===== src/lru_key_value_cache_core_macros.svh =====
// ----------------------------------------------------------------------------
// lru key-value cache assertion macros
// shared property shorthands, clocked on clock and idle during reset
// ----------------------------------------------------------------------------
`ifndef LRU_KEY_VALUE_CACHE_CORE_MACROS_SVH
`define LRU_KEY_VALUE_CACHE_CORE_MACROS_SVH

// consequent must hold in the same cycle as the antecedent
`define LRUKV_ASSERT_NOW(label, ante, cons, msg) \
   label: assert property (@(posedge clock) disable iff (reset) (ante) |-> (cons)) \
      else $error(msg);

// consequent must hold in the cycle after the antecedent
`define LRUKV_ASSERT_NEXT(label, ante, cons, msg) \
   label: assert property (@(posedge clock) disable iff (reset) (ante) |=> (cons)) \
      else $error(msg);

`endif


===== src/lrukv_pkg.sv =====
`timescale 1ns / 1ps
// ----------------------------------------------------------------------------
// lrukv_pkg
// shared constants and types of the lru key-value cache
// ----------------------------------------------------------------------------
package lrukv_pkg;

   localparam int ENTRIES_DEF    = 16;
   localparam int KEY_BITS_DEF   = 32;
   localparam int VALUE_BITS_DEF = 32;

   localparam int CAP_BITS      = 5;
   localparam logic [CAP_BITS-1:0] CAP_RESET = 5'd16;
   localparam int DATA_OUT_BITS = 32;

   localparam logic ACT_READ = 1'b0;
   localparam logic ACT_ADD  = 1'b1;

   typedef enum logic [1:0] {
      ST_IDLE = 2'b01,
      ST_EXEC = 2'b10
   } state_type;

   // per-cell update command from the controller
   typedef struct packed {
      logic load;      // take key and value from the neighbor toward the front
      logic valid_we;  // rewrite the valid flag
      logic valid_d;
   } cell_ctl_type;

endpackage


===== src/lru_key_value_cache_core.sv =====
`timescale 1ns / 1ps
// ----------------------------------------------------------------------------
// lru_key_value_cache_core
// fully associative key-value cache with least-recently-used replacement
// ----------------------------------------------------------------------------
// Usage:
//   req_* carries one command beat: a read lookup or an add of a record.
//   rsp_* returns exactly one beat per command: found and data_out for a
//   read, accepted for an add. csr_* writes the capacity register; it is
//   always ready and should only be written while no command is in flight.
//   An accepted command beat is registered and moves the block to execute;
//   its outcome is registered into rsp_*. The slot row is read and rewritten
//   in the execute cycle that follows each accepted beat; no new beat is taken
//   until idle again, as the next command must compare against the reordered row.
//   Slots sit in a row ordered by recency; a hit shifts the row up to the hit
//   slot by one cell toward the back in that cycle, and an add shifts it all.
//   Reset clears all valid flags, the occupancy and the result valid flag,
//   and sets capacity to 16. No clearing pass is needed.
//   While rsp_stall holds a result, a new command beat is only taken once the
//   held result leaves, so at most one result ever waits.
// ----------------------------------------------------------------------------
`include "lru_key_value_cache_core_macros.svh"

module lru_key_value_cache_core import lrukv_pkg::*; #(
   parameter int ENTRIES    = ENTRIES_DEF,
   parameter int KEY_BITS   = KEY_BITS_DEF,
   parameter int VALUE_BITS = VALUE_BITS_DEF
) (
   input  logic                     clock,
   input  logic                     reset,
   // command channel
   input  logic                     req_valid,
   output logic                     req_stall,
   input  logic                     req_action,
   input  logic [KEY_BITS-1:0]      req_lookup_key,
   input  logic [VALUE_BITS-1:0]    req_record_value,
   input  logic                     req_key_empty,
   input  logic                     req_value_empty,
   // result channel
   output logic                     rsp_valid,
   input  logic                     rsp_stall,
   output logic                     rsp_found,
   output logic [DATA_OUT_BITS-1:0] rsp_data_out,
   output logic                     rsp_accepted,
   // capacity register
   input  logic                     csr_valid,
   output logic                     csr_ready,
   input  logic [CAP_BITS-1:0]      csr_capacity
);

   localparam int IDX_W = $clog2(ENTRIES);
   localparam int OCC_W = $clog2(ENTRIES + 1);
   localparam int CMP_W = ((OCC_W > CAP_BITS) ? OCC_W : CAP_BITS) + 1;

   state_type state_ff, state_in;

   logic                  act_ff;
   logic [KEY_BITS-1:0]   key_ff;
   logic [VALUE_BITS-1:0] value_ff;
   logic                  kempty_ff;
   logic                  vempty_ff;

   logic [CAP_BITS-1:0] cap_ff;
   logic [OCC_W-1:0]    occ_ff, occ_in;

   logic                     rsp_valid_ff, rsp_valid_in;
   logic                     found_ff;
   logic [DATA_OUT_BITS-1:0] data_ff;
   logic                     accepted_ff;

   logic req_take;
   logic exec;

   logic [KEY_BITS-1:0]   cell_key   [ENTRIES];
   logic [VALUE_BITS-1:0] cell_value [ENTRIES];
   logic [KEY_BITS-1:0]   prev_key   [ENTRIES];
   logic [VALUE_BITS-1:0] prev_value [ENTRIES];
   logic [ENTRIES-1:0]    valid_vec;
   logic [ENTRIES-1:0]    match_vec;
   cell_ctl_type          ctl        [ENTRIES];

   logic                  any_match;
   logic [IDX_W-1:0]      hit_idx;
   logic [VALUE_BITS-1:0] hit_value;
   logic                  rd_hit;
   logic                  add_ok;
   logic                  evict;
   logic [CMP_W-1:0]      eff_cap;

   // ---------------- handshakes and control ----------------

   assign req_stall = (state_ff != ST_IDLE) || (rsp_valid_ff && rsp_stall);
   assign req_take  = req_valid && !req_stall;
   assign exec      = (state_ff == ST_EXEC);
   assign csr_ready = 1'b1;

   always_comb begin
      state_in = state_ff;
      unique case (state_ff)
         ST_IDLE: begin
            if (req_take) state_in = ST_EXEC;
         end
         ST_EXEC: begin
            state_in = ST_IDLE;
         end
         default: begin
            state_in = ST_IDLE;
         end
      endcase
   end

   always_ff @(posedge clock) begin
      if (reset) begin
         state_ff <= ST_IDLE;
         cap_ff   <= CAP_RESET;
         occ_ff   <= '0;
      end else begin
         state_ff <= state_in;
         occ_ff   <= occ_in;
         if (csr_valid && csr_ready) cap_ff <= csr_capacity;
      end
   end

   always_ff @(posedge clock) begin
      if (req_take) begin
         act_ff    <= req_action;
         key_ff    <= req_lookup_key;
         value_ff  <= req_record_value;
         kempty_ff <= req_key_empty;
         vempty_ff <= req_value_empty;
      end
   end

   // ---------------- lookup and update decision ----------------

   lrukv_hit_sel #(
      .ENTRIES    (ENTRIES),
      .VALUE_BITS (VALUE_BITS)
   ) u_hit_sel (
      .match     (match_vec),
      .values    (cell_value),
      .hit       (any_match),
      .hit_idx   (hit_idx),
      .hit_value (hit_value)
   );

   // capacity zero acts as one, anything above the slot count saturates
   always_comb begin
      if (cap_ff == '0) begin
         eff_cap = CMP_W'(1);
      end else if (CMP_W'(cap_ff) > CMP_W'(ENTRIES)) begin
         eff_cap = CMP_W'(ENTRIES);
      end else begin
         eff_cap = CMP_W'(cap_ff);
      end
   end

   assign rd_hit = (act_ff == ACT_READ) && !kempty_ff && any_match;
   assign add_ok = (act_ff == ACT_ADD) && !kempty_ff && !vempty_ff && !any_match;
   assign evict  = (CMP_W'(occ_ff) >= eff_cap) && (occ_ff != '0);

   always_comb begin
      occ_in = occ_ff;
      if (exec && add_ok && !evict) occ_in = occ_ff + OCC_W'(1);
   end

   // ---------------- slot row ----------------

   assign prev_key[0]   = key_ff;
   assign prev_value[0] = (act_ff == ACT_ADD) ? value_ff : hit_value;

   for (genvar i = 0; i < ENTRIES; i++) begin : g_cell
      if (i > 0) begin : g_link
         assign prev_key[i]   = cell_key[i-1];
         assign prev_value[i] = cell_value[i-1];
      end

      // a hit pulls the front part down to the hit slot, an add shifts all
      assign ctl[i].load     = exec && (add_ok || (rd_hit && (IDX_W'(i) <= hit_idx)));
      assign ctl[i].valid_we = exec && add_ok;
      assign ctl[i].valid_d  = (OCC_W'(i) < occ_in);

      lrukv_cell #(
         .KEY_BITS   (KEY_BITS),
         .VALUE_BITS (VALUE_BITS)
      ) u_cell (
         .clock      (clock),
         .reset      (reset),
         .ctl        (ctl[i]),
         .cmp_key    (key_ff),
         .prev_key   (prev_key[i]),
         .prev_value (prev_value[i]),
         .cell_key   (cell_key[i]),
         .cell_value (cell_value[i]),
         .cell_valid (valid_vec[i]),
         .cell_match (match_vec[i])
      );
   end

   // ---------------- result register ----------------

   always_comb begin
      rsp_valid_in = rsp_valid_ff && rsp_stall;
      if (exec) rsp_valid_in = 1'b1;
   end

   always_ff @(posedge clock) begin
      if (reset) begin
         rsp_valid_ff <= 1'b0;
      end else begin
         rsp_valid_ff <= rsp_valid_in;
      end
   end

   always_ff @(posedge clock) begin
      if (exec) begin
         found_ff    <= rd_hit;
         data_ff     <= rd_hit ? DATA_OUT_BITS'(hit_value) : '0;
         accepted_ff <= add_ok;
      end
   end

   assign rsp_valid    = rsp_valid_ff;
   assign rsp_found    = found_ff;
   assign rsp_data_out = data_ff;
   assign rsp_accepted = accepted_ff;

   // ---------------- assertions ----------------

   `LRUKV_ASSERT_NOW(a_match_unique, exec, $onehot0(match_vec), "more than one slot matched")
   `LRUKV_ASSERT_NOW(a_valid_count, 1'b1, $countones(valid_vec) == occ_ff,
      "valid flags disagree with occupancy")
   `LRUKV_ASSERT_NEXT(a_exec_result, exec, rsp_valid_ff, "execute cycle left no result")
   `LRUKV_ASSERT_NOW(a_result_free, exec, !rsp_valid_ff, "result register busy at execute")
   `LRUKV_ASSERT_NOW(a_found_xor_add, rsp_valid_ff, !(found_ff && accepted_ff),
      "result both found and accepted")

endmodule


===== src/lrukv_cell.sv =====
`timescale 1ns / 1ps
// ----------------------------------------------------------------------------
// lrukv_cell
// one recency slot: holds a key, a value and a valid flag, compares its key
// against the broadcast lookup key and loads from its front neighbor on command
// ----------------------------------------------------------------------------
module lrukv_cell import lrukv_pkg::*; #(
   parameter int KEY_BITS   = KEY_BITS_DEF,
   parameter int VALUE_BITS = VALUE_BITS_DEF
) (
   input  logic                  clock,
   input  logic                  reset,
   input  cell_ctl_type          ctl,
   input  logic [KEY_BITS-1:0]   cmp_key,
   input  logic [KEY_BITS-1:0]   prev_key,
   input  logic [VALUE_BITS-1:0] prev_value,
   output logic [KEY_BITS-1:0]   cell_key,
   output logic [VALUE_BITS-1:0] cell_value,
   output logic                  cell_valid,
   output logic                  cell_match
);

   logic [KEY_BITS-1:0]   key_ff;
   logic [VALUE_BITS-1:0] value_ff;
   logic                  valid_ff;

   always_ff @(posedge clock) begin
      if (ctl.load) begin
         key_ff   <= prev_key;
         value_ff <= prev_value;
      end
   end

   always_ff @(posedge clock) begin
      if (reset) begin
         valid_ff <= 1'b0;
      end else if (ctl.valid_we) begin
         valid_ff <= ctl.valid_d;
      end
   end

   assign cell_key   = key_ff;
   assign cell_value = value_ff;
   assign cell_valid = valid_ff;
   assign cell_match = valid_ff && (key_ff == cmp_key);

endmodule


===== src/lrukv_hit_sel.sv =====
`timescale 1ns / 1ps
// ----------------------------------------------------------------------------
// lrukv_hit_sel
// turns the one-hot match row into a hit flag, the hit slot index and the
// value held in that slot
// ----------------------------------------------------------------------------
module lrukv_hit_sel import lrukv_pkg::*; #(
   parameter int ENTRIES    = ENTRIES_DEF,
   parameter int VALUE_BITS = VALUE_BITS_DEF
) (
   input  logic [ENTRIES-1:0]         match,
   input  logic [VALUE_BITS-1:0]      values [ENTRIES],
   output logic                       hit,
   output logic [$clog2(ENTRIES)-1:0] hit_idx,
   output logic [VALUE_BITS-1:0]      hit_value
);

   localparam int IDX_W = $clog2(ENTRIES);

   // keys are unique among valid slots, so an or-reduction is a mux
   always_comb begin
      hit_idx   = '0;
      hit_value = '0;
      for (int i = 0; i < ENTRIES; i++) begin
         if (match[i]) begin
            hit_idx   = hit_idx | IDX_W'(i);
            hit_value = hit_value | values[i];
         end
      end
   end

   assign hit = |match;

endmodule

===== config.mk =====
export PLATFORM = sky130hd
export DESIGN_NAME = lru_key_value_cache_core
export DESIGN_NICKNAME = d
export VERILOG_FILES = /design/src/lrukv_pkg.sv /design/src/lru_key_value_cache_core.sv /design/src/lrukv_cell.sv /design/src/lrukv_hit_sel.sv
export VERILOG_INCLUDE_DIRS = /design/src /design/src/src
export SDC_FILE = /design/constraint.sdc
export NUM_CORES = 1
export LEC_CHECK = 0
export BUFFER_PORTS_ARGS = -buffer_cell sky130_fd_sc_hd__buf_4
export CORE_ASPECT_RATIO = 2
export CORE_MARGIN = 4
export CORE_UTILIZATION = 35
export DETAILED_ROUTE_END_ITERATION = 6
export GPL_ROUTABILITY_DRIVEN = 1
export SLEW_MARGIN = 20
export SYNTH_ARGS = -nofsm -noshare
export SYNTH_HDL_FRONTEND = slang
export SYNTH_SLANG_ARGS = --single-unit

===== constraint.sdc =====
create_clock -name clock -period 10.2 [get_ports clock]
set_clock_uncertainty 0.15 [all_clocks]
set_input_delay 1.02 -clock clock [delete_from_list [all_inputs] [get_ports clock]]
set_output_delay 1.02 -clock clock [all_outputs]
set_load 0.02 [all_outputs]

Word level (Yosys, flattened, before mapping)
Cells that the tools add are included.
{"block": "word_totals", "in_bits": 77, "regBits": 1154, "word_cells": 251, "output_inout_bits": 37}
{"block": "op_classes", "n_reduce_logical": 84, "bitwise_logic": 17, "eq_ne": 19, "order_cmp": 34, "addsub": 1, "mux": 36}
{"operator": "$mux W32", "n": 17}
{"operator": "$eq A32 B32 Y1", "n": 16}
{"operator": "$or A32 B32 Y32", "n": 15}
{"operator": "$logic_and A1 B1 Y1", "n": 58}
{"operator": "$lt A4 B5 Y1 const A", "n": 8}
{"operator": "$le A4 B4 Y1 const A", "n": 8}
{"operator": "$mux W4", "n": 8}
{"operator": "$lt A3 B5 Y1 const A", "n": 4}
{"operator": "$logic_or A1 B1 Y1", "n": 17}
{"operator": "$le A3 B4 Y1 const A", "n": 4}
{"operator": "$reduce_or A16 Y1", "n": 1}
{"operator": "$mux W5", "n": 3}
{"operator": "$mux W3", "n": 4}
{"operator": "$lt A1 B5 Y1 const A", "n": 2}
{"operator": "$lt A2 B5 Y1 const A", "n": 2}
{"operator": "$le A1 B4 Y1 const A", "n": 2}
{"operator": "$le A2 B4 Y1 const A", "n": 2}
{"operator": "$ge A5 B6 Y1", "n": 1}
{"operator": "$add A5 B1 Y5 const B", "n": 1}
{"operator": "$gt A5 B5 Y1 const B", "n": 1}
{"operator": "$logic_not A1 Y1", "n": 5}
{"operator": "$logic_not A5 Y1", "n": 1}
{"operator": "$reduce_bool A5 Y1", "n": 1}
{"operator": "$mux W2", "n": 2}
{"operator": "6 further kinds", "n": 8}

Logic depth before layout (Yosys ltp)
Gate-level depths: netlist of the first run.
{"block": "depth", "ltp_word": 34, "ltp_mapped": 15, "ltp_nobuf": 13}

Modules after synthesis
A second synthesis of the first run with hierarchy kept.
{"block": "hier_totals", "hier_cells": 2472, "hier_area_um2": 44803.0}
{"mod": "lrukv_cell", "area_each_um2": 2311.0, "seq_area_each_um2": 1941.9, "cells_each": 111, "n_inst": 16}
{"mod": "lru_key_value_cache_core", "area_each_um2": 4767.1, "seq_area_each_um2": 3293.2, "cells_each": 332, "n_inst": 1}
{"mod": "lrukv_hit_sel", "area_each_um2": 3060.4, "seq_area_each_um2": 0.0, "cells_each": 364, "n_inst": 1}

Least setup slack after synthesis of the first run
OpenSTA, ideal clock, no wires.
{"block": "synth_timing", "kind": "register -> register", "start": "register key_ff[23]", "end": "register g_cell[1].u_cell.key_ff[0] (enable)", "setup_ns": 0.584, "path_stages_with_launch": 12, "arrival_ns": 8.485, "path_buffers": 2, "slack_ns": 0.981, "t_required_ns": 9.466, "synth_period_minus_slack_ns": 9.219, "cell_sequence": "edfxtp_1 > buf_4 > buf_6 > xor2_1 > nor4_1 > nand4_1 > nor4_4 > or4_1 > o41ai_4 > or2_1 > nand2_1 > a21boi_0"}
{"item": "start, declared", "line_no": "lru_key_value_cache_core.sv:58", "text": "logic [KEY_BITS-1:0] key_ff;"}
{"item": "start signal, assigned", "line_no": "lru_key_value_cache_core.sv:127", "text": "key_ff <= req_lookup_key;"}
{"item": "end signal, assigned", "line_no": "lrukv_cell.sv:29", "text": "key_ff <= prev_key;"}
{"item": "end, declared", "line_no": "lrukv_cell.sv:23", "text": "logic [KEY_BITS-1:0] key_ff;"}

==> reports/results.ini, run 1 <==
[outcome]
outcome=finished, final reports clean

[worst_setup_path]
ff2ff_setup_slack_ps=3430
slowest_delay_ps=830
critPathSlowestCell=buf_4
end_kind=register
reg2reg_from=key_ff[30]$_DFFE_PP_
path_cells=buf_4, xor2_1, nor4_2, nand4_1, nor3_4, buf_4, or4_1, o41ai_4, or2_1, nand2_4, buf_4, a21boi_4, buf_4
crit_type=register to register
crit_top_cell=buf_4
critPathMaxFanout=65
start_kind=register
crit_required_ps=10370
crit_arrival_ps=6940
crit_start=key_ff[30]$_DFFE_PP_

[yosys]
syn_avg_cell_area_sq_um=17.02
synth_top_flop_cell=edfxtp_1
synth_seq_area_share=0.7548
synth-seq-cells=1154
syn-cell-area_sq_um=45520
synth_edf_count=1125
syn_nets=2758
syn_inst=2674
yosysWarnings=0
yosysUniqueCellTypes=78
async_flop_share=0

[global_route]
grt_max_degree=66
grt_util_all_layers=0.2014
antenna_found_initial=2
grt_pass1_vias=26317
gr-total-overflow=0
grt_pass1_wl_mm=195.8

[clocking]
cts.sinks=1154
numCtsBuffers=98
cts_setup_buffers=0
cts_resized=0
cts_tree=built
hold_buffers=0
cts.htree.levels=3
cts_buffer_depth=3
worstSkewPairLatency_ps=700
cts_root_buf=clkbuf_16
path_clk_slew_ps=70

[detailed_routing]
first_iter_violations=2724
viasPerCell=5.490
dr.pass1.iters=6
drc=0
num_vias=25264
wirelength_mm=141.7
avgRoutedWirePerCell_microns=30.80
route.antenna.remaining_nets=0

[floorplanning]
chipWidth_microns=263.0
num_io_pins=114
fp.dieH_microns=518.0
fp.coreArea_sq_um=128900
die-area_sq_um=136300
start_util=0.3531
rows=186

[timing]
rsz0062_at_grt=false
period_share=0.6638
worst_slack_ps=3429
setup_viol=0
fin_crit_ps=6771
drv_slew=0
holdWs_ps=285.5
worst_slew_pin_slew_ps=1204
timing_hold_violations_final=0
tns_ps=0
slew-limit-headroom=0.1973
fmax_mhz=147.7

[finish]
final_cells=4602
final-seq-area_sq_um=34360
final_common_cell=edfxtp_1
syn_to_final_growth_pct=13.51
final_cell_mix=edfxtp_1, xor2_1, buf_4
drive_gt1_frac=0.1331
multi_input_area_sq_um=10250
finalNetCount=2915
nFillCells=11834
final_core_util=0.4008
fin_area_sq_um=51670

[power_and_ir_drop]
p_leak_nw=16.69
powerDensity_nw_per_um2=181.9
max-vdd-ir-drop_mv=0.1719
power_mw=9.400

[placement]
routabilityCongestion=0.8833
place_area_sq_um=48400
portBuffers=112
pre_cts_ws_ps=3355
hpwl_mm=97.45
dp.cells=4421

[run]
cap_violations=0

[min_path]
min_from=g_cell[11].u_cell.cell_value[11]$_DFFE_PP_
hold_path.class=register to register

path summary, 6_finish.rpt:
check,to,depth (start not counted)
max,g_cell[1].u_cell.cell_key[9]$_DFFE_PP_,13
min,g_cell[12].u_cell.cell_value[11]$_DFFE_PP_,0
max reg2reg,g_cell[1].u_cell.cell_key[9]$_DFFE_PP_,13
min reg2reg,g_cell[12].u_cell.cell_value[11]$_DFFE_PP_,0
cell families (layout without fill, tap and decap cells):
group / after synthesis / in the layout / share of synthesized area
buf+inv: 190 / 424 / 0.02449
mux: 39 / 39 / 0.008630
fa+ha+maj: 7 / 7 / 0.001924
compound gates: 333 / 333 / 0.05722
other cells: 1 / 3 / 0.00008237
simple gates: 442 / 442 / 0.05508
xor+xnor: 508 / 508 / 0.09774
flops: 1154 / 1154 / 0.7548
flip-flops by register name, summed over array words and instances, names as in the netlist:
| register | flops |
|---|---|
| act_ff | 1 |
| cap_ff | 5 |
| g_cell.u_cell.cell_key | 512 |
| g_cell.u_cell.cell_valid | 16 |
| g_cell.u_cell.cell_value | 512 |
| kempty_ff | 1 |
| key_ff | 32 |
| occ_ff | 5 |
| rsp_accepted | 1 |
| rsp_data_out | 32 |
| rsp_found | 1 |
| rsp_valid | 1 |
| state_ff | 2 |
| value_ff | 32 |
| vempty_ff | 1 |
synthesized netlist by cell type, drive strengths merged (3+ instances only):
cell type / count / share of area
a41oi: 3 / 0.00058
a31oi: 6 / 0.00082
nand4: 60 / 0.0082
or3: 6 / 0.00093
nand2b: 10 / 0.0015
nor3: 30 / 0.0037
mux2i: 37 / 0.0081
dfxtp: 29 / 0.013
inv: 56 / 0.0046
clkbuf: 49 / 0.0040
a21oi: 11 / 0.0013
a22o: 38 / 0.0073
xnor2: 108 / 0.021
ha: 7 / 0.0019
nor4: 112 / 0.018
and4: 4 / 0.00077
or4: 5 / 0.00099
buf: 85 / 0.016
nand3: 65 / 0.0073
nor2b: 5 / 0.00069
edfxtp: 1125 / 0.74
a221oi: 39 / 0.0075
a211oi: 3 / 0.00049
a22oi: 180 / 0.030
xor2: 400 / 0.077
o21a: 4 / 0.00066
nand2: 31 / 0.0026
nor2: 101 / 0.0084
a21o: 4 / 0.00066
o32ai: 3 / 0.00074
and2: 3 / 0.00041
or2: 3 / 0.00041
o21ai: 17 / 0.0020
worst max-delay path: cells and delay by family (launching register included):
family	cells	cell delay [ps]
xor gates and xnor gates	1	230
and+or+nand+nor	6	2030
AOI/OAI and AO/OA	2	780
DFF	1	580
buffers and inverters	4	2420
power breakdown:
group	total, mW	switching, mW	internal [mW]
Combinational	0.338	0.230	0.108
Clock	3.88	1.76	2.12
Sequential	5.18	0.0162	5.16
layout make-up:
| class | count | share of cell area |
|---|---|---|
| diodes | 2 | 0.00009685 |
| multi-input cells | 1330 | 0.1983 |
| well taps | 1692 | 0.04097 |
| inverters | 56 | 0.004165 |
| repair buffers | 191 | 0.02923 |
| flip-flops and latches | 1154 | 0.6650 |
| clock buffers | 114 | 0.04985 |
| clock inverters | 63 | 0.01237 |
routing by layer:
layer  global-route usage  vias up  part of all wire
met4               0.1579        2             0.098
met2               0.3807     1285              0.54
li1                     -    10614                 -
met1               0.1944    12959              0.30
met5                    0        -          0.000049
met3              0.02614      404             0.055
Note: power is estimated with default switching activity, not from simulation.
==> run 2: changes to the inputs <==
==> constraint.sdc (replaced) <==
create_clock -name clock -period 6.8 [get_ports clock]
set_clock_uncertainty 0.15 [all_clocks]
set_input_delay 0.68 -clock clock [delete_from_list [all_inputs] [get_ports clock]]
set_output_delay 0.68 -clock clock [all_outputs]
set_load 0.02 [all_outputs]
==> run 2 against run 1 <==
Compared with the run above: clock-buffer cell count is 2 lower; largest power group unchanged; final area grew 1.8%; sequential share of layout area fell by 1.2 points; utilization up 0.73 points; total power up 49%; highest routed layer is now met4; largest cell class unchanged.
==> reports/results.ini, run 2 (synthesized netlist as in run 1, its figures left out) <==
[worst_setup_path]
critPathMaxFanout=19  ; -71%
end_kind=register
start_kind=register
critPathSlowestCell=edfxtp_1
critPathTopFamily=simple AND/OR/NAND/NOR gates
crit_required_ps=7090  ; -3280 ps
path_cells=buf_4, xor2_1, nor4_1, nand4_1, nor3_4, nor4_1, and3_1, nand2_2, o21a_1, clkinv_2, buf_4
slowest_delay_ps=840  ; about the same
crit_arrival_ps=5750  ; -1190 ps
crit_type=register to register
critical_path_buf_inv_count=3  ; -1
crit_start=key_ff[4]$_DFFE_PP_
reg2reg_from=key_ff[4]$_DFFE_PP_

[outcome]
outcome=finished, final reports clean

[finish]
final_cells=4695  ; +2.0%
drive_gt1_frac=0.1393  ; +0.006252
nFillCells=11751  ; -0.70%
final_cell_mix=edfxtp_1, xor2_1, buf_4
final-seq-area_sq_um=34360  ; unchanged
multi_input_area_sq_um=10250  ; unchanged
fin_area_sq_um=52620  ; +1.8%
final_common_cell=edfxtp_1
syn_to_final_growth_pct=15.58
finalNetCount=3006  ; +3.1%
final_core_util=0.4081  ; +0.007307

[floorplanning]
num_io_pins=114  ; unchanged
die-area_sq_um=136300  ; unchanged
fp.dieH_microns=518.0  ; unchanged
fp.coreArea_sq_um=128900  ; unchanged
start_util=0.3531  ; unchanged
rows=186  ; unchanged
chipWidth_microns=263.0  ; unchanged

[power_and_ir_drop]
p_leak_nw=17.12  ; +2.6%
max-vdd-ir-drop_mv=0.3003  ; +75%
powerDensity_nw_per_um2=265.9  ; +46%
power_mw=13.99  ; +49%

[global_route]
grt_max_degree=65  ; -1.5%
grt_pass1_wl_mm=194.3  ; -0.79%
gr-total-overflow=0  ; unchanged
antenna_found_initial=4  ; +2
grt_pass1_vias=26864  ; +2.1%
grt_util_all_layers=0.1999  ; -0.001553

[timing]
period_share=0.8037  ; +0.1398
rsz0062_at_grt=false
drv_slew=0  ; unchanged
fmax_mhz=183.0  ; +24%
slew-limit-headroom=0.2579  ; +0.06059
setup_viol=0  ; unchanged
tns_ps=0  ; unchanged
timing_hold_violations_final=0  ; unchanged
worst_slack_ps=1335  ; -2094 ps
worst_slew_pin_slew_ps=1113  ; -90.88 ps
holdWs_ps=42.43  ; -243.1 ps
fin_crit_ps=5465  ; -1306 ps

[placement]
hpwl_mm=99.49  ; +2.1%
portBuffers=112  ; unchanged
dp.cells=4460  ; +0.88%
pre_cts_ws_ps=1472  ; -1883 ps
place_area_sq_um=48890  ; +1.0%
routabilityCongestion=0.8810  ; -0.26%

[detailed_routing]
avgRoutedWirePerCell_microns=29.83  ; -3.2%
viasPerCell=5.374  ; -2.1%
first_iter_violations=2224  ; -18%
drc=0  ; unchanged
wirelength_mm=140.0  ; -1.2%
dr.pass1.iters=5  ; -1
route.antenna.remaining_nets=0  ; unchanged
num_vias=25233  ; -0.12%

[clocking]
hold_buffers=58  ; +58
cts_tree=built
cts.htree.levels=3  ; unchanged
cts_setup_buffers=0  ; unchanged
worstSkewPairLatency_ps=710  ; about the same
cts_root_buf=clkbuf_16
cts_resized=0  ; unchanged
cts_buffer_depth=3  ; unchanged
numCtsBuffers=94  ; -4.1%
cts.sinks=1154  ; unchanged
path_clk_slew_ps=80  ; about the same

[min_path]
hold_path.class=input pin to register
min_from=req_lookup_key[0]

[run]
cap_violations=0  ; unchanged

run 2: layout make-up:
type / count / area share
Tap cell: 1692 / 0.04023
Antenna cell: 3 / 0.0001427
Inverter: 56 / 0.004090
Sequential cell: 1154 / 0.6531
Timing Repair Buffer: 286 / 0.04808
Clock inverter: 62 / 0.01360
Clock buffer: 112 / 0.04599
Multi-Input combinational cell: 1330 / 0.1948
run 2: path summary, 6_finish.rpt:
path / end / slack (ps) / depth (start not counted)
setup / recovery: g_cell[4].u_cell.cell_key[19]$_DFFE_PP_ / 1340 / 11
hold / removal: key_ff[0]$_DFFE_PP_ / 40 / 1
setup reg to reg: g_cell[4].u_cell.cell_key[19]$_DFFE_PP_ / 1340 / 11
hold reg to reg: g_cell[12].u_cell.cell_value[23]$_DFFE_PP_ / 290 / 0
run 2: layer usage:
metal	vias up	part of all wire	GRT usage
li1	10799	-	-
met2	1283	0.55	0.3833
met5	-	0	0
met3	401	0.056	0.02757
met4	0	0.091	0.1533
met1	12750	0.30	0.1885
run 2: report_power, final:
part | internal, mW | total, mW | switching, mW | leakage [nW]
Combinational | 0.184 | 0.484 | 0.300 | 5.28
Sequential | 7.75 | 7.82 | 0.0740 | 10.3
Clock | 3.01 | 5.69 | 2.68 | 1.52
Total | 10.9 | 14.0 | 3.05 | 17.1
